## src/rtl/cwhs_pkg.sv

```systemverilog
// shared types, constants and the arctangent table of the colour wheel mapper
`timescale 1ns / 1ps
package cwhs_pkg;

  localparam int COORD_BITS_DEF    = 10;
  localparam int FRAC_BITS_DEF     = 16;
  localparam int CORDIC_STAGES_DEF = 16;

  localparam int PIXEL_W    = 10;
  localparam int WIDTH_W    = 11;
  localparam int LEVEL_W    = 17;
  localparam int CFG_W      = 17;
  localparam int CFG_IDX_W  = 2;
  localparam int HUE_W      = 16;
  localparam int SAT_W      = 17;
  localparam int DIV_W      = 12;
  localparam int ANGLE_W    = 32;
  localparam int ATAN_N     = 24;
  localparam int SQ_IN_W    = 34;
  localparam int ROOT_W     = 17;
  localparam int SQ_REM_W   = 21;
  localparam int SQ_CELLS   = SQ_IN_W / 2;
  localparam int IN_DATA_W  = 24;
  localparam int OUT_DATA_W = 56;

  localparam logic [WIDTH_W-1:0] SIZE_RESET  = 11'd256;
  localparam logic [LEVEL_W-1:0] LEVEL_RESET = 17'd65536;
  localparam logic [LEVEL_W-1:0] LEVEL_UNIT  = 17'd65536;
  localparam logic [ANGLE_W-1:0] HALF_TURN   = 32'h8000_0000;
  localparam logic [ANGLE_W-1:0] HUE_ROUND   = 32'h0000_8000;

  typedef enum logic [CFG_IDX_W-1:0] {
    REG_WHEEL_WIDTH  = 2'd0,
    REG_WHEEL_HEIGHT = 2'd1,
    REG_VALUE_LEVEL  = 2'd2
  } reg_index_t;

  // travels alongside the payload through every cell
  typedef struct packed {
    logic valid;
    logic neg_x;
    logic neg_y;
    logic over;
    logic center;
  } ctl_t;

  // atan(2^-i) as a turn fraction, 2^32 is one turn
  function automatic logic [ANGLE_W-1:0] atan_turn(input int unsigned idx);
    logic [ANGLE_W-1:0] r;
    case (idx)
      0:  r = 32'h20000000;
      1:  r = 32'h12E4051D;
      2:  r = 32'h09FB385B;
      3:  r = 32'h051111D4;
      4:  r = 32'h028B0D43;
      5:  r = 32'h0145D7E1;
      6:  r = 32'h00A2F61E;
      7:  r = 32'h00517C55;
      8:  r = 32'h0028BE53;
      9:  r = 32'h00145F2E;
      10: r = 32'h000A2F98;
      11: r = 32'h000517CC;
      12: r = 32'h00028BE6;
      13: r = 32'h000145F3;
      14: r = 32'h0000A2F9;
      15: r = 32'h0000517C;
      16: r = 32'h000028BE;
      17: r = 32'h0000145F;
      18: r = 32'h00000A2F;
      19: r = 32'h00000517;
      20: r = 32'h0000028B;
      21: r = 32'h00000145;
      22: r = 32'h000000A2;
      23: r = 32'h00000051;
      default: r = '0;
    endcase
    return r;
  endfunction

endpackage

```

## src/rtl/cwhs_sqrt_cell.sv

```systemverilog
// one digit of the bitwise square root, two radicand bits per cell
`timescale 1ns / 1ps
module cwhs_sqrt_cell #(
  parameter int SIDE_W = 16
) (
  input  logic                              clk,
  input  logic                              rst,
  input  logic                              en,
  input  cwhs_pkg::ctl_t                    ctl_in,
  input  logic [cwhs_pkg::SQ_REM_W-1:0]     rem_in,
  input  logic [cwhs_pkg::ROOT_W-1:0]       root_in,
  input  logic [cwhs_pkg::SQ_IN_W-1:0]      bits_in,
  input  logic [SIDE_W-1:0]                 side_in,
  output cwhs_pkg::ctl_t                    ctl_out,
  output logic [cwhs_pkg::SQ_REM_W-1:0]     rem_out,
  output logic [cwhs_pkg::ROOT_W-1:0]       root_out,
  output logic [cwhs_pkg::SQ_IN_W-1:0]      bits_out,
  output logic [SIDE_W-1:0]                 side_out
);
  import cwhs_pkg::*;

  logic [SQ_REM_W-1:0] partial;
  logic [SQ_REM_W-1:0] trial;
  logic                fits;
  logic [SQ_REM_W-1:0] rem_next;
  logic [ROOT_W-1:0]   root_next;

  always_comb begin
    partial   = {rem_in[SQ_REM_W-3:0], bits_in[SQ_IN_W-1 -: 2]};
    trial     = SQ_REM_W'({root_in, 2'b01});
    fits      = partial >= trial;
    rem_next  = fits ? partial - trial : partial;
    root_next = {root_in[ROOT_W-2:0], fits};
  end

  always_ff @(posedge clk) begin
    if (rst) begin
      ctl_out <= '0;
    end else if (en) begin
      ctl_out <= ctl_in;
    end
  end

  always_ff @(posedge clk) begin
    if (en) begin
      rem_out  <= rem_next;
      root_out <= root_next;
      bits_out <= {bits_in[SQ_IN_W-3:0], 2'b00};
      side_out <= side_in;
    end
  end

endmodule

```

## config.mk

```make
export PLATFORM = sky130hd
export DESIGN_NAME = cwhs_sqrt_cell
export DESIGN_NICKNAME = d
export VERILOG_FILES = /design/src/rtl/cwhs_pkg.sv /design/src/rtl/cwhs_sqrt_cell.sv
export SDC_FILE = /design/constraint.sdc
export NUM_CORES = 1
export LEC_CHECK = 0
export BUFFER_PORTS_ARGS = -buffer_cell sky130_fd_sc_hd__buf_4
export CORE_MARGIN = 2
export CORE_UTILIZATION = 45
export CTS_BUF_LIST = sky130_fd_sc_hd__clkbuf_4 sky130_fd_sc_hd__clkbuf_8
export DETAILED_ROUTE_END_ITERATION = 10
export GPL_TIMING_DRIVEN = 0
export PLACE_DENSITY_LB_ADDON = 0.3
export RECOVER_POWER = 25
export SLEW_MARGIN = 20
export SYNTH_ARGS = -nofsm -noshare
export SYNTH_HDL_FRONTEND = slang
export SYNTH_SLANG_ARGS = --single-unit
```

## constraint.sdc

```tcl
create_clock -name clk -period 2.5 [get_ports clk]
set_input_delay 0.5 -clock clk [delete_from_list [all_inputs] [get_ports clk]]
set_output_delay 0.5 -clock clk [all_outputs]
set_load 0.05 [all_outputs]
```

==> reports/metrics.yaml <==
worstPathArrival_ns: 2.55
drt_wl_total_mm: 10.77
worst_pin_slew_ns: 0.7950
startpoint_type: "input port"
path_class: "in -> reg"
met3_usage_pct: 5.951
r2r-start: "ctl_out[1]"
crit_fanout: 10
multiInputGateArea_sq_um: 1529
synth_common_cells: "edfxtp_1 (86), inv_1 (29), nor2_1 (27), ha_1 (19), a21oi_1 (16)"
post_synth_instance_area_sq_um: 4358
numCtsBuffers: 9
synth_ff_type: "edfxtp_1"
design_area_sq_um: 6191
wire_per_inst_microns: 16.22
grt_max_degree: 88
drive_gt1_share_pct: 46.73
grt_overflow: 0
startpoint: "rem_in[16]"
stdcell_count: 664
antenna_found_initial: 0
first_global_vias: 3303
avgViaCountPerCell: 5.069
dp_hpwl_mm: 8.141
setup_viol: 0
hold_class: "in -> reg"
leakage_nw: 2.712
pre_cts_slack_ns: -0.3841
status: "complete, no violations"
cts_sinks: 91
cap_violations: 0
timing.final.crit_share_pct: 96.98
worst_slack_ns: 0.07562
ir_worst_vdd_mv: 0.3609
clk_path_buf_depth: 2
cellPowerDensity_nw_per_um2: 690.6
grt_use_total_pct: 20.35
yosys-top-cells-area: "edfxtp_1 (59%), ha_1 (5.5%), inv_1 (2.5%)"
cp.required_ns: 2.62
ys_types: 61
synth_top_cell_by_area: "edfxtp_1"
synth_edf_count: 86
avgSynthCellArea_sq_um: 13.13
die_h_microns: 102.4
chipWidth_microns: 102.4
htreeDepth: 3
area_delta_synth_final_pct: 42.06
grt.busiest_layer: "met2"
seq_area_sq_um: 2683
drv_slew: 0
n_fill_cell: 714
use_met2_pct: 35.27
fin_nets: 645
numPortBuffers: 184
holdBufCountCts: 0
insertion_delay_ns: 0.36
n_antenna_cell: 0
ant_nets: 0
ys_warn_count: 0
hp-start: "root_in[13]"
rows: 35
drc: 0
yosys.cell_count.top_type: "edfxtp_1"
netlist_instances: 332
max_freq_ghz: 0.4125
fin_crit_ns: 2.424
tns_ns: 0
gp_congestion: 0.8325
fin_util_pct: 66.37
ys_async_sr_fraction_pct: 0
synth_top_area_share_pct: 59.26
ys_seq_area_share_pct: 61.56
dpl_cell_area_sq_um: 5932
initial_core_util_pct: 46.72
coreArea_sq_um: 9328
hold_viol_final: 0
fin_skew_ns: 0
grt_pass1_wl_mm: 16.26
clk_pin_slew_worst_paths_ns: 0.10
worstSetupEndpointType: "flip-flop"
vias: 3366
placedCellCount: 646
grt_use_met1_pct: 24.28
ys_seq_elements: 91
drtIter0Drc: 274
cts_tree: "done"
die-area_sq_um: 10490
cts-root-buf: "clkbuf_8"
relSlewSlack_pct: 45.63
io_pins: 189
firstDrtPassIters: 4
[sequential cells by signal, indices dropped and copies added (netlist names)]
signal	flops
bits_out	32
rem_out	21
root_out	17
side_out	16
ctl_out	5
[power by group]
group	internal [mW]	switching (mW)	total (mW)
sequential	1.84	0.0400	1.88
combinational	0.476	0.870	1.35
clock	0.480	0.570	1.05
[path summary, 6_finish.rpt]
| path | endpoint | slack [ns] | cells after the start |
|---|---|---|---|
| max | rem_out[3] | 0.08 | 8 |
| min | root_out[14] | 0.33 | 1 |
| max reg2reg | ctl_out[1] | 1.86 | 2 |
| min reg2reg | ctl_out[4] | 0.51 | 2 |
[stage by stage]
stage          total power, mW  hold WS, ns
2_1_floorplan            2.802       0.5724
3_3_place_gp             3.229       0.4807
3_5_place_dp             3.250       0.4888
4_1_cts                  4.300       0.2958
5_1_grt                  4.448       0.3016
6_report                 4.275       0.3260
[cell type report]
class                           instances  share of cell area (%)
Buffer                                 15                   1.475
Clock inverter                          7                   1.314
Multi-Input combinational cell        198                   24.70
Tap cell                              129                   2.607
Timing Repair Buffer                  186                   22.82
Inverter                               29                   1.758
Sequential cell                        91                   43.33
Clock buffer                            9                   2.001
[critical path: stages]
cell	delay, ns
buf_4	0.12
ha_1	0.38
a2111oi_0	0.78
o211ai_4	0.19
buf_12	0.19
buf_2	0.19
nor2_1	0.15
a21oi_2	0.05
[metal layers]
| metal | vias up | part of all wire [%] |
|---|---|---|
| met4 | 0 | 2.2 |
| met5 | - | 0 |
| li1 | 1627 | - |
| met1 | 1570 | 40 |
| met2 | 151 | 48 |
| met3 | 18 | 9.0 |
[placed cells by master (no fill, tap or decap), types with 2 or more instances in the layout]
cell / instances
nor3_1: 3
mux2_2: 3
a22oi_1: 2
xor2_1: 5
conb_1: 2
buf_2: 9
mux2_4: 4
a21o_1: 5
a21boi_0: 2
o21bai_1: 4
xnor2_1: 8
clkbuf_8: 9
inv_6: 3
inv_1: 29
o21a_1: 5
o21ai_0: 11
a21oi_1: 15
nand4_1: 3
nand2_1: 12
a21oi_2: 9
clkbuf_4: 62
a211oi_1: 4
nor2_1: 27
ha_1: 16
edfxtp_1: 86
nand3_1: 5
dfxtp_1: 5
buf_6: 3
o31a_1: 2
buf_4: 124
ha_2: 2
mux2i_1: 9
nor2b_1: 4
a221oi_1: 2
[cell families after synthesis]
group / after synthesis / synth area share [%]
AOI/OAI and AO/OA: 80 / 13.75
xor gates and xnor gates: 13 / 2.613
adders and majority gates: 19 / 5.455
buffers and inverters: 44 / 4.593
DFF: 91 / 61.56
muxes: 16 / 4.221
other: 1 / 0.08605
and+or+nand+nor: 68 / 7.724
[repair_timing]
action	CTS	global route
setup buffers	0	2
setup endpoints to repair	0	17
resized for setup	0	6
Power figures use the tool's default switching activity.
