--- config.mk ---
export PLATFORM = sky130hd
export DESIGN_NAME = cwhs_cordic_cell
export DESIGN_NICKNAME = d
export VERILOG_FILES = /design/src/rtl/cwhs_pkg.sv /design/src/rtl/cwhs_cordic_cell.sv
export SDC_FILE = /design/constraint.sdc
export NUM_CORES = 1
export LEC_CHECK = 0
export ABC_CLOCK_PERIOD_IN_PS = 4019
export BUFFER_PORTS_ARGS = -buffer_cell sky130_fd_sc_hd__buf_2
export CAP_MARGIN = 5
export CORE_ASPECT_RATIO = 0.9
export CORE_MARGIN = 5
export CORE_UTILIZATION = 30
export CTS_CLUSTER_SIZE = 24
export DETAILED_ROUTE_END_ITERATION = 10
export SKIP_CTS_REPAIR_TIMING = 1
export SLEW_MARGIN = 20
export SYNTH_ARGS = -nofsm -noshare
export SYNTH_HDL_FRONTEND = slang
export SYNTH_SLANG_ARGS = --single-unit
--- constraint.sdc ---
create_clock -name clk -period 4.02 [get_ports clk]
set_input_delay 0.402 -clock clk [delete_from_list [all_inputs] [get_ports clk]]
set_output_delay 0.402 -clock clk [all_outputs]
set_load 0.005 [all_outputs]
--- src/rtl/cwhs_pkg.sv ---
// shared types, constants and the arctangent table of the colour wheel mapper
`timescale 1ns / 1ps
package cwhs_pkg;

  localparam int COORD_BITS_DEF    = 10;
  localparam int FRAC_BITS_DEF     = 16;
  localparam int CORDIC_STAGES_DEF = 16;

  localparam int PIXEL_W    = 10;
  localparam int WIDTH_W    = 11;
  localparam int LEVEL_W    = 17;
  localparam int CFG_W      = 17;
  localparam int CFG_IDX_W  = 2;
  localparam int HUE_W      = 16;
  localparam int SAT_W      = 17;
  localparam int DIV_W      = 12;
  localparam int ANGLE_W    = 32;
  localparam int ATAN_N     = 24;
  localparam int SQ_IN_W    = 34;
  localparam int ROOT_W     = 17;
  localparam int SQ_REM_W   = 21;
  localparam int SQ_CELLS   = SQ_IN_W / 2;
  localparam int IN_DATA_W  = 24;
  localparam int OUT_DATA_W = 56;

  localparam logic [WIDTH_W-1:0] SIZE_RESET  = 11'd256;
  localparam logic [LEVEL_W-1:0] LEVEL_RESET = 17'd65536;
  localparam logic [LEVEL_W-1:0] LEVEL_UNIT  = 17'd65536;
  localparam logic [ANGLE_W-1:0] HALF_TURN   = 32'h8000_0000;
  localparam logic [ANGLE_W-1:0] HUE_ROUND   = 32'h0000_8000;

  typedef enum logic [CFG_IDX_W-1:0] {
    REG_WHEEL_WIDTH  = 2'd0,
    REG_WHEEL_HEIGHT = 2'd1,
    REG_VALUE_LEVEL  = 2'd2
  } reg_index_t;

  // travels alongside the payload through every cell
  typedef struct packed {
    logic valid;
    logic neg_x;
    logic neg_y;
    logic over;
    logic center;
  } ctl_t;

  // atan(2^-i) as a turn fraction, 2^32 is one turn
  function automatic logic [ANGLE_W-1:0] atan_turn(input int unsigned idx);
    logic [ANGLE_W-1:0] r;
    case (idx)
      0:  r = 32'h20000000;
      1:  r = 32'h12E4051D;
      2:  r = 32'h09FB385B;
      3:  r = 32'h051111D4;
      4:  r = 32'h028B0D43;
      5:  r = 32'h0145D7E1;
      6:  r = 32'h00A2F61E;
      7:  r = 32'h00517C55;
      8:  r = 32'h0028BE53;
      9:  r = 32'h00145F2E;
      10: r = 32'h000A2F98;
      11: r = 32'h000517CC;
      12: r = 32'h00028BE6;
      13: r = 32'h000145F3;
      14: r = 32'h0000A2F9;
      15: r = 32'h0000517C;
      16: r = 32'h000028BE;
      17: r = 32'h0000145F;
      18: r = 32'h00000A2F;
      19: r = 32'h00000517;
      20: r = 32'h0000028B;
      21: r = 32'h00000145;
      22: r = 32'h000000A2;
      23: r = 32'h00000051;
      default: r = '0;
    endcase
    return r;
  endfunction

endpackage

--- src/rtl/cwhs_cordic_cell.sv ---
// one vectoring rotation of the angle search
`timescale 1ns / 1ps
module cwhs_cordic_cell #(
  parameter int AW     = 20,
  parameter int IDX    = 0,
  parameter int SIDE_W = 34
) (
  input  logic                              clk,
  input  logic                              rst,
  input  logic                              en,
  input  cwhs_pkg::ctl_t                    ctl_in,
  input  logic signed [AW-1:0]              a_in,
  input  logic signed [AW-1:0]              b_in,
  input  logic [cwhs_pkg::ANGLE_W-1:0]      z_in,
  input  logic [SIDE_W-1:0]                 side_in,
  output cwhs_pkg::ctl_t                    ctl_out,
  output logic signed [AW-1:0]              a_out,
  output logic signed [AW-1:0]              b_out,
  output logic [cwhs_pkg::ANGLE_W-1:0]      z_out,
  output logic [SIDE_W-1:0]                 side_out
);
  import cwhs_pkg::*;

  localparam logic [ANGLE_W-1:0] STEP_ANGLE = atan_turn(IDX);

  logic signed [AW-1:0] a_sh;
  logic signed [AW-1:0] b_sh;
  logic signed [AW-1:0] a_next;
  logic signed [AW-1:0] b_next;
  logic [ANGLE_W-1:0]   z_next;

  always_comb begin
    a_sh = a_in >>> IDX;
    b_sh = b_in >>> IDX;
    // rotate towards the positive a axis
    if (!b_in[AW-1]) begin
      a_next = a_in + b_sh;
      b_next = b_in - a_sh;
      z_next = z_in + STEP_ANGLE;
    end else begin
      a_next = a_in - b_sh;
      b_next = b_in + a_sh;
      z_next = z_in - STEP_ANGLE;
    end
  end

  always_ff @(posedge clk) begin
    if (rst) begin
      ctl_out <= '0;
    end else if (en) begin
      ctl_out <= ctl_in;
    end
  end

  always_ff @(posedge clk) begin
    if (en) begin
      a_out    <= a_next;
      b_out    <= b_next;
      z_out    <= z_next;
      side_out <= side_in;
    end
  end

endmodule

==> results.sh <==
export IMPL_status="completed"
export IMPL_via_per_inst=4.78
export IMPL_fill_cells=2145
export IMPL_ys_async_sr_fraction_pct=0
export IMPL_placeableCoreArea_um2=21600
export IMPL_worstPathRequired_ns=4.19
export IMPL_yosysTopAreaCell="edfxtp_1"
export IMPL_dieWidth_um=166
export IMPL_placed_area_um2=7940
export IMPL_holdPathStages=1
export IMPL_worst_path_max_delay_cell="ha_1"
export IMPL_avgSynthCellArea_um2=11.1
export IMPL_synthesis_area_um2=6550
export IMPL_slew_headroom_pct=59.6
export IMPL_overflow=0
export IMPL_postRouteAntennaNets=0
export IMPL_skew_ns=0
export IMPL_wl_um=19200
export IMPL_synth_top_area_share_pct=48.2
export IMPL_cp_cell_sequence="buf_2 > inv_1 > ha_1 > nor2_1 > a21oi_1 > o21ai_2 > a2111oi_4 > o21ai_1 > a21oi_1 > xor2_1"
export IMPL_root_buffer="clkbuf_16"
export IMPL_p_comb_share_pct=24.7
export IMPL_vias=5263
export IMPL_instances_no_fill=1102
export IMPL_drive_gt1_share_pct=33.4
export IMPL_worstPathArrival_ns=2.72
export IMPL_p_sw_mw=0.942
export IMPL_hold_path_class="in -> reg"
export IMPL_fin_nets=981
export IMPL_crit_fanout=12
export IMPL_ys_seq_area_share_pct=49.7
export IMPL_swShare_pct=30.1
export IMPL_ys_seq_elements=110
export IMPL_h_tree_depth=3
export IMPL_placedCellCount=1085
export IMPL_hold_viol=0
export IMPL_ir_drop_mv=0.175
export IMPL_ys_dominant_reg_cell="edfxtp_1"
export IMPL_diodes=0
export IMPL_first_pass_iters=5
export IMPL_worst_setup_path_end_kind="flip-flop"
export IMPL_synthTopCellsByArea="edfxtp_1 (48%), ha_1 (11%), xnor2_1 (4.7%)"
export IMPL_final_cell_area_um2=8270
export IMPL_hpwl_um=15700
export IMPL_max_stage_delay_ns=0.54
export IMPL_grt_pass1_vias=5045
export IMPL_layout_core_utilization_pct=38.4
export IMPL_grt_pass1_wl_um=29500
export IMPL_io_pins=225
export IMPL_globalplace_congestion=0.884
export IMPL_power_leakage_nw=3.66
export IMPL_clk_pin_slew_ns=0.08
export IMPL_worstSetupPathType="in -> reg"
export IMPL_cts_buffers=9
export IMPL_start_kind="primary input"
export IMPL_slew_viol_final=0
export IMPL_clock_latency_ns=0.35
export IMPL_synth_distinct_cells=66
export IMPL_max_cap_violations=0
export IMPL_ff2ff_path_depth=2
export IMPL_p_seq_share_pct=46.5
export IMPL_io_buffers=224
export IMPL_critical_path_most_common_cell="a21oi_1"
export IMPL_worst_slew_pin_slew_ns=0.601
export IMPL_yosysWarnings=0
export IMPL_synth_edff_count=105
export IMPL_wire_per_inst_um=17.4
export IMPL_cts_tree="done"
export IMPL_die_area_um2=24900
export IMPL_min_period_ns=2.55
export IMPL_min_period_over_period_pct=63.5
export IMPL_start_util_pct=30.3
export IMPL_drc_errors=0
export IMPL_antenna_found_initial=1
export IMPL_finalSetupViolCount=0
export IMPL_clkPwrFrac_pct=28.8
export IMPL_max_clock_freq_mhz=392
export IMPL_grt_usage_pct=15.2
export IMPL_drt_iter0_markers=376
export IMPL_die_h_um=150
export IMPL_intPower_mw=2.18
export IMPL_power_density_nw_per_um2=378
export IMPL_clockBufferDepth=2
export IMPL_grt_max_degree=84
export IMPL_setup_tns_ns=0
export IMPL_fp_row_count=51
export IMPL_syn_inst=589
export IMPL_cts_sinks=110
export IMPL_syn_nets=764
export IMPL_area_growth_pct=26.4
export IMPL_rsz0062_at_grt="no"
Yosys cell counts (2+ instances only):
cell type,instances
o21ai_1,8
a21oi_2,2
o41ai_2,2
o21ai_0,27
o31ai_1,8
a22oi_1,2
dfxtp_1,5
nor2b_1,5
ha_1,57
a21o_1,7
a211oi_1,6
and3_1,2
a21oi_1,57
a2bb2oi_1,4
mux2i_1,11
xnor2_1,35
edfxtp_1,105
buf_4,7
o21a_1,3
nor3_1,9
a31oi_1,5
fa_1,4
nand4_1,4
o211ai_1,2
nand2b_1,6
a221o_1,5
o21bai_1,7
buf_2,3
xor2_1,3
clkbuf_1,10
buf_1,2
nor2_1,33
nand3_1,9
buf_6,2
nand2_1,30
o22ai_1,3
a211o_1,4
and2_4,2
inv_1,58
inv_2,8
o32ai_2,2
final timing paths:
kind,start,endpoint,slack [ns]
max,a_in[4],a_out[13],1.47
min,side_in[27],side_out[27],0.22
max reg2reg,ctl_out[4],ctl_out[4],3.42
min reg2reg,ctl_out[3],ctl_out[3],0.49
area by class of cell:
type | count | area, um2 | area share, %
Clock inverter | 7 | 91.3 | 1.10
Sequential cell | 110 | 3250 | 39.3
Timing Repair Buffer | 230 | 1180 | 14.3
Tap cell | 291 | 364 | 4.40
Inverter | 67 | 251 | 3.04
Clock buffer | 9 | 225 | 2.72
Multi-Input combinational cell | 388 | 2910 | 35.1
through the flow:
step                      setup slack (ns)  power, mW  hold slack, ns
final                                 1.47       3.13           0.218
after global routing                  1.26       3.30           0.193
after CTS                             1.47       3.17           0.197
after detailed placement              1.10       2.25           0.478
after global placement                1.10       2.25           0.476
after floorplan                       1.66       1.90           0.474
registers in the layout, indices dropped and copies added (netlist names):
name / flops
side_out: 34
z_out: 32
b_out: 20
a_out: 19
ctl_out: 5
power groups by stage:
stage          combinational, mW  sequential [mW]  clock, mW
6_report                   0.771             1.45      0.901
5_1_grt                    0.848             1.47      0.983
4_1_cts                    0.773             1.46      0.942
3_5_place_dp               0.770             1.48          0
3_3_place_gp               0.765             1.48          0
2_1_floorplan              0.408             1.49          0
layer usage:
metal	share of wire [%]	vias to the layer above	track usage [%]
met1	46	2453	20.9
met2	44	228	23.3
met5	0.068	-	0
met4	2.3	2	5.53
met3	7.9	27	3.68
li1	-	2553	-
cell families after synthesis:
logic type | count (synthesis) | synth area share [%]
XOR/XNOR | 38 | 5.09
AO/OA/AOI/OAI | 168 | 17.3
adder cells (fa/ha/maj) | 61 | 12.1
buffers and inverters | 91 | 5.91
AND/OR/NAND/NOR | 110 | 8.16
flip-flops | 110 | 49.7
multiplexers | 11 | 1.68
layout by cell type, fill, tap and decap left out, types with 3 or more instances in the layout:
cell type	synthesis	layout
o21ai_0	27	27
a21oi_1	57	57
nor3_1	9	9
dfxtp_1	5	5
a221o_1	5	5
nor2b_1	5	5
o22ai_1	3	3
xor2_1	3	3
a2bb2oi_1	4	4
a31oi_1	5	5
fa_1	4	4
xnor2_1	35	35
clkbuf_16	0	9
a21o_1	7	7
nand3_1	9	9
inv_1	58	58
nor2_1	33	33
buf_2	3	223
ha_1	57	57
nand4_1	4	4
a211oi_1	6	6
o21bai_1	7	7
o21ai_1	8	8
buf_4	7	6
inv_2	8	8
mux2i_1	11	11
edfxtp_1	105	105
nand2_1	30	30
a211o_1	4	4
o31ai_1	8	8
nand2b_1	6	6
clkinv_8	0	3
o21a_1	3	3
critical path: cells and delay by family:
kind | cells | cell delay [ns]
buffers and inverters | 2 | 0.15
XOR/XNOR | 1 | 0.24
AND/OR/NAND/NOR | 1 | 0.12
adder cells (fa/ha/maj) | 1 | 0.54
AO/OA/AOI/OAI | 5 | 1.26
Note: power is estimated with default switching activity, not from simulation.
