<file path="src/rtl/cwhs_pkg.sv">
// shared types, constants and the arctangent table of the colour wheel mapper
`timescale 1ns / 1ps
package cwhs_pkg;

  localparam int COORD_BITS_DEF    = 10;
  localparam int FRAC_BITS_DEF     = 16;
  localparam int CORDIC_STAGES_DEF = 16;

  localparam int PIXEL_W    = 10;
  localparam int WIDTH_W    = 11;
  localparam int LEVEL_W    = 17;
  localparam int CFG_W      = 17;
  localparam int CFG_IDX_W  = 2;
  localparam int HUE_W      = 16;
  localparam int SAT_W      = 17;
  localparam int DIV_W      = 12;
  localparam int ANGLE_W    = 32;
  localparam int ATAN_N     = 24;
  localparam int SQ_IN_W    = 34;
  localparam int ROOT_W     = 17;
  localparam int SQ_REM_W   = 21;
  localparam int SQ_CELLS   = SQ_IN_W / 2;
  localparam int IN_DATA_W  = 24;
  localparam int OUT_DATA_W = 56;

  localparam logic [WIDTH_W-1:0] SIZE_RESET  = 11'd256;
  localparam logic [LEVEL_W-1:0] LEVEL_RESET = 17'd65536;
  localparam logic [LEVEL_W-1:0] LEVEL_UNIT  = 17'd65536;
  localparam logic [ANGLE_W-1:0] HALF_TURN   = 32'h8000_0000;
  localparam logic [ANGLE_W-1:0] HUE_ROUND   = 32'h0000_8000;

  typedef enum logic [CFG_IDX_W-1:0] {
    REG_WHEEL_WIDTH  = 2'd0,
    REG_WHEEL_HEIGHT = 2'd1,
    REG_VALUE_LEVEL  = 2'd2
  } reg_index_t;

  // travels alongside the payload through every cell
  typedef struct packed {
    logic valid;
    logic neg_x;
    logic neg_y;
    logic over;
    logic center;
  } ctl_t;

  // atan(2^-i) as a turn fraction, 2^32 is one turn
  function automatic logic [ANGLE_W-1:0] atan_turn(input int unsigned idx);
    logic [ANGLE_W-1:0] r;
    case (idx)
      0:  r = 32'h20000000;
      1:  r = 32'h12E4051D;
      2:  r = 32'h09FB385B;
      3:  r = 32'h051111D4;
      4:  r = 32'h028B0D43;
      5:  r = 32'h0145D7E1;
      6:  r = 32'h00A2F61E;
      7:  r = 32'h00517C55;
      8:  r = 32'h0028BE53;
      9:  r = 32'h00145F2E;
      10: r = 32'h000A2F98;
      11: r = 32'h000517CC;
      12: r = 32'h00028BE6;
      13: r = 32'h000145F3;
      14: r = 32'h0000A2F9;
      15: r = 32'h0000517C;
      16: r = 32'h000028BE;
      17: r = 32'h0000145F;
      18: r = 32'h00000A2F;
      19: r = 32'h00000517;
      20: r = 32'h0000028B;
      21: r = 32'h00000145;
      22: r = 32'h000000A2;
      23: r = 32'h00000051;
      default: r = '0;
    endcase
    return r;
  endfunction

endpackage

</file>
<file path="src/rtl/cwhs_div_cell.sv">
// one restoring division step for both axes, one quotient bit per cell
`timescale 1ns / 1ps
module cwhs_div_cell #(
  parameter int LOW_W = 18
) (
  input  logic                               clk,
  input  logic                               rst,
  input  logic                               en,
  input  logic [1:0][cwhs_pkg::DIV_W-1:0]    divisor,
  input  cwhs_pkg::ctl_t                     ctl_in,
  input  logic [1:0][cwhs_pkg::DIV_W-1:0]    rem_in,
  input  logic [1:0][LOW_W-1:0]              low_in,
  input  logic [1:0][LOW_W-1:0]              q_in,
  output cwhs_pkg::ctl_t                     ctl_out,
  output logic [1:0][cwhs_pkg::DIV_W-1:0]    rem_out,
  output logic [1:0][LOW_W-1:0]              low_out,
  output logic [1:0][LOW_W-1:0]              q_out
);
  import cwhs_pkg::*;

  logic [1:0][DIV_W:0]   trial;
  logic [1:0]            fits;
  logic [1:0][DIV_W-1:0] rem_next;
  logic [1:0][LOW_W-1:0] low_next;
  logic [1:0][LOW_W-1:0] q_next;

  always_comb begin
    for (int l = 0; l < 2; l++) begin
      trial[l]    = {rem_in[l], low_in[l][LOW_W-1]};
      fits[l]     = trial[l] >= {1'b0, divisor[l]};
      rem_next[l] = fits[l] ? DIV_W'(trial[l] - {1'b0, divisor[l]}) : trial[l][DIV_W-1:0];
      low_next[l] = {low_in[l][LOW_W-2:0], 1'b0};
      q_next[l]   = {q_in[l][LOW_W-2:0], fits[l]};
    end
  end

  always_ff @(posedge clk) begin
    if (rst) begin
      ctl_out <= '0;
    end else if (en) begin
      ctl_out <= ctl_in;
    end
  end

  always_ff @(posedge clk) begin
    if (en) begin
      rem_out <= rem_next;
      low_out <= low_next;
      q_out   <= q_next;
    end
  end

endmodule

</file>
<file path="config.mk">
export PLATFORM = sky130hd
export DESIGN_NAME = cwhs_div_cell
export DESIGN_NICKNAME = d
export VERILOG_FILES = /design/src/rtl/cwhs_pkg.sv /design/src/rtl/cwhs_div_cell.sv
export SDC_FILE = /design/constraint.sdc
export NUM_CORES = 1
export LEC_CHECK = 0
export ABC_CLOCK_PERIOD_IN_PS = 4400
export BUFFER_PORTS_ARGS = -buffer_cell sky130_fd_sc_hd__clkbuf_2
export CAP_MARGIN = 20
export CELL_PAD_IN_SITES_DETAIL_PLACEMENT = 0
export CELL_PAD_IN_SITES_GLOBAL_PLACEMENT = 2
export CORE_MARGIN = 2
export CORE_UTILIZATION = 30
export DETAILED_ROUTE_END_ITERATION = 10
export PLACE_DENSITY = 0.87
export SETUP_SLACK_MARGIN = 0.05
export SLEW_MARGIN = 10
export SYNTH_ARGS = -nofsm -noshare
export SYNTH_HDL_FRONTEND = slang
export SYNTH_SLANG_ARGS = --single-unit
</file>
<file path="constraint.sdc">
create_clock -name clk -period 4.4 [get_ports clk]
set_input_delay 0 -clock clk [delete_from_list [all_inputs] [get_ports clk]]
set_output_delay 0 -clock clk [all_outputs]
set_load 0.005 [all_outputs]
</file>
==> results of run 1 <==
-- critical path, delay by kind of cell --
| kind | cells | cell delay [ns] |
|---|---|---|
| AOI/OAI and AO/OA | 5 | 1.27 |
| buffers and inverters | 3 | 0.97 |
| muxes | 1 | 0.35 |
| adders and majority gates | 1 | 0.34 |
| and+or+nand+nor | 1 | 0.23 |
-- Yosys cell counts, drive strengths merged --
library cell and count:
edfxtp 94, inv 33, ha 24, mux2 20
a21oi 16, nor2 16, mux2i 9, xnor2 9
o21ai 8, a21o 6, nand3 6, xor2 6
dfxtp 5, nor2b 5, nor3 5, o21a 5
buf 4, nand2 4, a2111oi 3, nand2b 3
nand4 3, o21bai 3, o31a 3, and3 2
fa 2, o311ai 2, or2 2, a31oi 1
and2 1, clkbuf 1, conb 1, nor4 1
o311a 1, o31ai 1, o41a 1
-- area by class of cell --
| class | instances | area [um^2] | area share |
|---|---|---|---|
| inverter | 33 | 124 | 0.0174 |
| clock inverter | 7 | 91.3 | 0.0128 |
| clock buffer | 9 | 225 | 0.0316 |
| sequential | 99 | 2920 | 0.410 |
| tap | 184 | 230 | 0.0323 |
| multi-input combinational | 170 | 1440 | 0.202 |
| timing repair buffer | 322 | 2100 | 0.294 |
-- report_power, final --
group	switching (uW)	internal (uW)	total, uW
clock network	412	412	824
logic	220	271	491
registers	27.0	1140	1170
-- metal layers --
metal / wire length (um) / vias to the layer above
met3: 1010 / 12
met4: 183 / 0
met1: 5090 / 1711
li1: - / 1786
met2: 6210 / 151
met5: 0 / -
-- cells by family after synthesis --
logic type / after synthesis
compound gates: 50
fa+ha+maj: 26
xor+xnor: 15
buf+inv: 38
other cells: 1
flops: 99
mux: 29
simple gates: 48
-- registers in the layout, indices dropped and copies added (netlist names) --
name     cells
ctl_out      5
q_out       36
rem_out     24
low_out     34
-- cells in the final DEF, fill, tap and decap left out, drive strengths merged, types with 8 or more instances in the layout --
cell type,netlist,final
o21ai,8,8
ha,24,24
a21oi,16,16
inv,33,36
nor2,16,16
dlygate4sd3,0,96
mux2,20,20
edfxtp,94,94
clkbuf,1,232
mux2i,9,9
xnor2,9,9
-- stage by stage --
step                setup WS [ns]  instance area (um^2)
floorplan                    2.18                  4530
global placement             1.47                  5860
detailed placement           1.47                  5860
CTS                          1.38                  7140
global route                 1.16                  7140
finish                       1.34                  7140
-- final timing paths --
check                                               end  slack [ns]  cells after the start
worst max-delay path               rem_out[3]$_DFFE_PP_        1.34                     11
worst min-delay path              rem_out[12]$_DFFE_PP_        0.03                      3
worst max register to register  ctl_out[4]$_SDFFE_PP0P_        3.24                      3
worst min register to register  ctl_out[2]$_SDFFE_PP0P_        0.51                      2
==> impl_metrics.tcl, run 1 <==
set metrics [dict create \
    status "completed" \
    timing.critical_path.to_type "flop" \
    post_cts.resized_instances 0 \
    clock_sink_count 99 \
    layout_cells_sized_above_1 0.413 \
    period_needed_ns 3.06 \
    cts.root.buffer_cell "sky130_fd_sc_hd__clkbuf_16" \
    clk_transition_reported_paths_ns 0.08 \
    max_cap_viol 0 \
    hold-worst-slack_ns 0.0282 \
    ys_seq_area_frac 0.645 \
    drc 0 \
    post_synth_and_or_nand_nor_area_fraction 0.0533 \
    detailedPlacementHpwl_um 8700 \
    power.total_uw 2480 \
    grt_pass1_vias 3694 \
    main_area_contributors_after_synthesis "sky130_fd_sc_hd__edfxtp_1 62%, sky130_fd_sc_hd__ha_1 6.6%, sky130_fd_sc_hd__inv_1 2.7%, sky130_fd_sc_hd__mux2_4 2.3%, sky130_fd_sc_hd__dfxtp_1 2.2%" \
    finalHoldViolations 0 \
    power.static_leakage_uw 0.00327 \
    worst_hold_startpoint "low_in[35]" \
    grt_antenna_before_repair 0 \
    drt-pass1-iter-count 4 \
    postCtsSetupRepairBufs 0 \
    core_area_um2 14600 \
    grt_setup_unrepaired "false" \
    critical_path.max_fanout 7 \
    diodes 0 \
    globalRouteMet3Util 0.0481 \
    synthesis.area_per_instance_um2 14.8 \
    syn_area_um2 4530 \
    cts-buffers-inserted 9 \
    die_height_um 127 \
    grt_pass1_wl_um 19000 \
    postRouteAntennaNets 0 \
    max-clock-path-buffers 2 \
    layout_worst_path_cycle_share 0.696 \
    critPathArrivalTime_ns 3.17 \
    worst_setup_path_class "primary input to flop" \
    top_usage_layer "met2" \
    ys_types 43 \
    report.final.slew_viol_count 0 \
    grt_overflow_total 0 \
    initial_utilization 0.309 \
    numPlacedInstances 712 \
    largest_net_degree_at_the_start_of_global_routing 72 \
    die_area_um2 16100 \
    final.setup_skew_ns 0 \
    initialDrtViolationCount 161 \
    filler_cell_count 1283 \
    grt_usage 0.153 \
    setup_tns_ns 0 \
    num_rows 44 \
    ordered_cell_list_for_the_critical_path "dlygate4sd3_1 > clkbuf_2 > ha_1 > o21a_1 > o31a_1 > o21ai_1 > and2_1 > o21a_1 > o31ai_2 > buf_4 > mux2_2" \
    top_level_ports 229 \
    cts_htree_levels 3 \
    layout.core_utilization 0.487 \
    fmax_mhz 327 \
    timing.critical_path.from "rem_in[1]" \
    wl_per_cell_um 15.2 \
    die_x_um 127 \
    cp_common_cell "sky130_fd_sc_hd__o21a_1" \
    hold_class "primary input to flop" \
    setup_viol 0 \
    slew_headroom 0.318 \
    stdcell_count 824 \
    clock_latency_ns 0.34 \
    worst_ep_required_time_ns 4.51 \
    routed_via_count 3660 \
    post_synth_xor_area_fraction 0.0290 \
    gp_congestion 0.765 \
    ctsHoldBuffers 96 \
    port_buffer_count 224 \
    ys_ff_latch 99 \
    routed_wl_um 12500 \
    irDropWorstVdd_mv 0.171 \
    critPathMaxStageDelay_ns 0.75 \
    grt_use_met1 0.176 \
    critPathSlowestCell "sky130_fd_sc_hd__o31ai_2" \
    synth_warnings 0 \
    area_growth_pct 57.6 \
    r2r_start "ctl_out[4]$_SDFFE_PP0P_" \
    tightestPinTransition_ns 1.02 \
    synth-compound-area-share 0.0843 \
    crit_path_start_kind "primary input" \
    gr-usage-met2 0.269 \
    viasPerCell 4.44 \
    synth-adder-area-share 0.0752 \
    yosys-mux-area-fraction 0.0754 \
    dominant_combinational_cell_family_by_area_after_synthesis "compound AO/OA/AOI/OAI gates" \
    netlist_instances 306 \
    cts_tree "done" \
    netlist.area_leader.share 0.623 \
    total_power_per_unit_cell_area_nw_per_um2 348 \
    final_net_count 789 \
    post-synth-top-area-cell "sky130_fd_sc_hd__edfxtp_1" \
]
(Power assumes the default switching activity.)
==> run 2, diff against run 1 <==
- ABC_AREA: default -> 1
- ABC_CLOCK_PERIOD_IN_PS: 4400 -> 2550
- CORE_UTILIZATION: 30 -> 25
- PLACE_DENSITY: 0.87 -> 0.81
- clock period: 4.4 -> 2.55 ns (I/O delays scaled with it)
==> impl_metrics.tcl, run 2 <==
set metrics [dict create \
    status "completed" \
    detailedPlacementHpwl_um 11500 \
    yosys.cell_count.top_type "sky130_fd_sc_hd__nand2_1" \
    filler_cell_count 1962 \
    synthesis.area_per_instance_um2 10.3 \
    die_area_um2 21200 \
    layout_commonest_cell "sky130_fd_sc_hd__clkbuf_2" \
    area_growth_pct 51.7 \
    crit_path_start_kind "primary input" \
    total_power_per_unit_cell_area_nw_per_um2 561 \
    viasPerCell 4.07 \
    cp_depth 11 \
    layout_cells_sized_above_1 0.334 \
    synth_warnings 0 \
    cts.root.buffer_cell "sky130_fd_sc_hd__clkbuf_16" \
    ys_top_cells_by_count "135 x sky130_fd_sc_hd__nand2_1, 94 x sky130_fd_sc_hd__edfxtp_1, 90 x sky130_fd_sc_hd__inv_1" \
    synth_edf_count 94 \
    wl_per_cell_um 14.2 \
    max_ffs_per_register 36 \
    die_x_um 145 \
    clk_transition_reported_paths_ns 0.07 \
    setup_viol 0 \
    final_net_count 960 \
    num_rows 51 \
    layout_worst_path_cycle_share 0.829 \
    worst_ep_required_time_ns 2.64 \
    largest_net_degree_at_the_start_of_global_routing 67 \
    layout.cells.most_common_list "223 x sky130_fd_sc_hd__clkbuf_2, 135 x sky130_fd_sc_hd__nand2_1, 94 x sky130_fd_sc_hd__edfxtp_1" \
    cts-buffers-inserted 9 \
    final.setup_skew_ns 0 \
    cts_tree "done" \
    initialDrtViolationCount 183 \
    postRouteAntennaNets 0 \
    holdPathStages 3 \
    grt_setup_unrepaired "false" \
    port_buffer_count 224 \
    post_cts.resized_instances 0 \
    asyncSetResetFlopFracSynth 0 \
    critPathArrivalTime_ns 2.21 \
    die_height_um 145 \
    fmax_mhz 473 \
    gp_congestion 0.784 \
    irDropWorstVdd_mv 0.261 \
    routed_wl_um 15300 \
    cp_common_cell "sky130_fd_sc_hd__nand2_1" \
    main_area_contributors_after_synthesis "sky130_fd_sc_hd__edfxtp_1 56%, sky130_fd_sc_hd__nand2_1 10%, sky130_fd_sc_hd__inv_1 6.8%, sky130_fd_sc_hd__ha_1 6.0%, sky130_fd_sc_hd__nand3_1 2.4%" \
    period_needed_ns 2.11 \
    timing.critical_path.to_type "flop" \
    cts_htree_levels 3 \
    r2r_start "ctl_out[1]$_SDFFE_PP0P_" \
    netlist_instances 488 \
    setup_tns_ns 0 \
    syn_area_um2 5000 \
    ordered_cell_list_for_the_critical_path "dlygate4sd3_1 > clkbuf_2 > ha_1 > nand2_1 > inv_1 > nand2_1 > nand2_1 > a21oi_4 > nand3_2 > nand2_1 > o21ai_0" \
    ys_types 31 \
    slew_headroom 0.658 \
    power.static_leakage_uw 0.00372 \
    drc 0 \
    diodes 0 \
    grt_usage 0.145 \
    hold_class "primary input to flop" \
    routed_via_count 4383 \
    top_level_ports 229 \
    critical_path.max_fanout 20 \
    initial_utilization 0.256 \
    largestRegisters "q_out x36, low_out x34, rem_out x24" \
    finalHoldViolations 0 \
    ys_seq_area_frac 0.584 \
    grt_overflow_total 0 \
    report.final.slew_viol_count 0 \
    grt_pass1_wl_um 24100 \
    grt_pass1_vias 4491 \
    critPathSlowestCell "sky130_fd_sc_hd__dlygate4sd3_1" \
    netlist.area_leader.share 0.564 \
    timing.critical_path.from "rem_in[7]" \
    crit_family "simple AND/OR/NAND/NOR gates" \
    worst_hold_startpoint "rem_in[5]" \
    postCtsSetupRepairBufs 0 \
    worstPathBufferInverterCount 3 \
    worst_setup_path_class "primary input to flop" \
    drt-pass1-iter-count 4 \
    hold-worst-slack_ns 0.0153 \
    r2r.worst_path.cells 3 \
    critPathMaxStageDelay_ns 0.53 \
    ys_ff_latch 99 \
    core_area_um2 19500 \
    tightestPinTransition_ns 0.513 \
    post-synth-top-area-cell "sky130_fd_sc_hd__edfxtp_1" \
    clock_latency_ns 0.35 \
    max-clock-path-buffers 2 \
    largest-register "q_out" \
    grt_antenna_before_repair 0 \
    max_cap_viol 0 \
    ys.flop_type "sky130_fd_sc_hd__edfxtp_1" \
    clock_sink_count 99 \
]
## run 2: what timing repair did
action,CTS,global route
endpoints found under the setup margin,0,0
hold buffers,87,0
hold endpoints to repair,85,0
## run 2: area by class of cell
type                            instances  area, um^2  share of cell area
Multi-Input combinational cell        293        1680               0.222
Inverter                               91         342              0.0450
Tap cell                              265         332              0.0437
Sequential cell                        99        2920               0.385
Timing Repair Buffer                  312        2010               0.265
Clock inverter                          6        60.1             0.00791
Clock buffer                           10         239              0.0315
## run 2: power breakdown
part	switching [uW]	internal (uW)
logic	480	417
clock network	646	709
registers	42.1	1960
## run 2: worst register-to-register path: stages, from the launching register on
cell and delay [ns]:
sky130_fd_sc_hd__dfxtp_1 0.35, sky130_fd_sc_hd__nand2_1 0.06, sky130_fd_sc_hd__a21oi_1 0.11, sky130_fd_sc_hd__dlygate4sd3_1 0.56
## run 2: worst paths after layout
kind / end / slack (ns)
hold / removal: rem_out[6]$_DFFE_PP_ / 0.02
setup / recovery: rem_out[7]$_DFFE_PP_ / 0.44
hold reg to reg: ctl_out[4]$_SDFFE_PP0P_ / 0.47
setup reg to reg: ctl_out[1]$_SDFFE_PP0P_ / 1.42
## run 2: kinds of logic after synthesis
| group | Yosys count | synth area share |
|---|---|---|
| and+or+nand+nor | 227 | 0.214 |
| DFF | 99 | 0.584 |
| buffers and inverters | 97 | 0.0807 |
| AOI/OAI and AO/OA | 27 | 0.0337 |
| adders and majority gates | 26 | 0.0680 |
| xor gates and xnor gates | 11 | 0.0193 |
| other | 1 | 0.000749 |
## run 2: stage by stage
| stage | instances | util | total power (uW) | instance area, um^2 | setup WS, ns |
|---|---|---|---|---|---|
| 2_1_floorplan | 489 | - | 2450 | 5010 | 1.03 |
| 3_3_place_gp | 973 | 0.329 | 2830 | 6420 | 0.543 |
| 3_5_place_dp | 973 | 0.329 | 2840 | 6420 | 0.498 |
| 4_1_cts | 1076 | 0.389 | 4330 | 7590 | 0.383 |
| 5_1_grt | 1076 | 0.389 | 4490 | 7590 | 0.200 |
| 6_report | 1076 | 0.389 | 4260 | 7590 | 0.436 |
## run 2: layer usage
layer	global-route usage	vias to the layer above	part of all wire
li1	-	2238	-
met1	0.169	1999	0.42
met2	0.270	136	0.52
met3	0.0273	10	0.044
met4	0.0431	0	0.012
met5	0	-	0
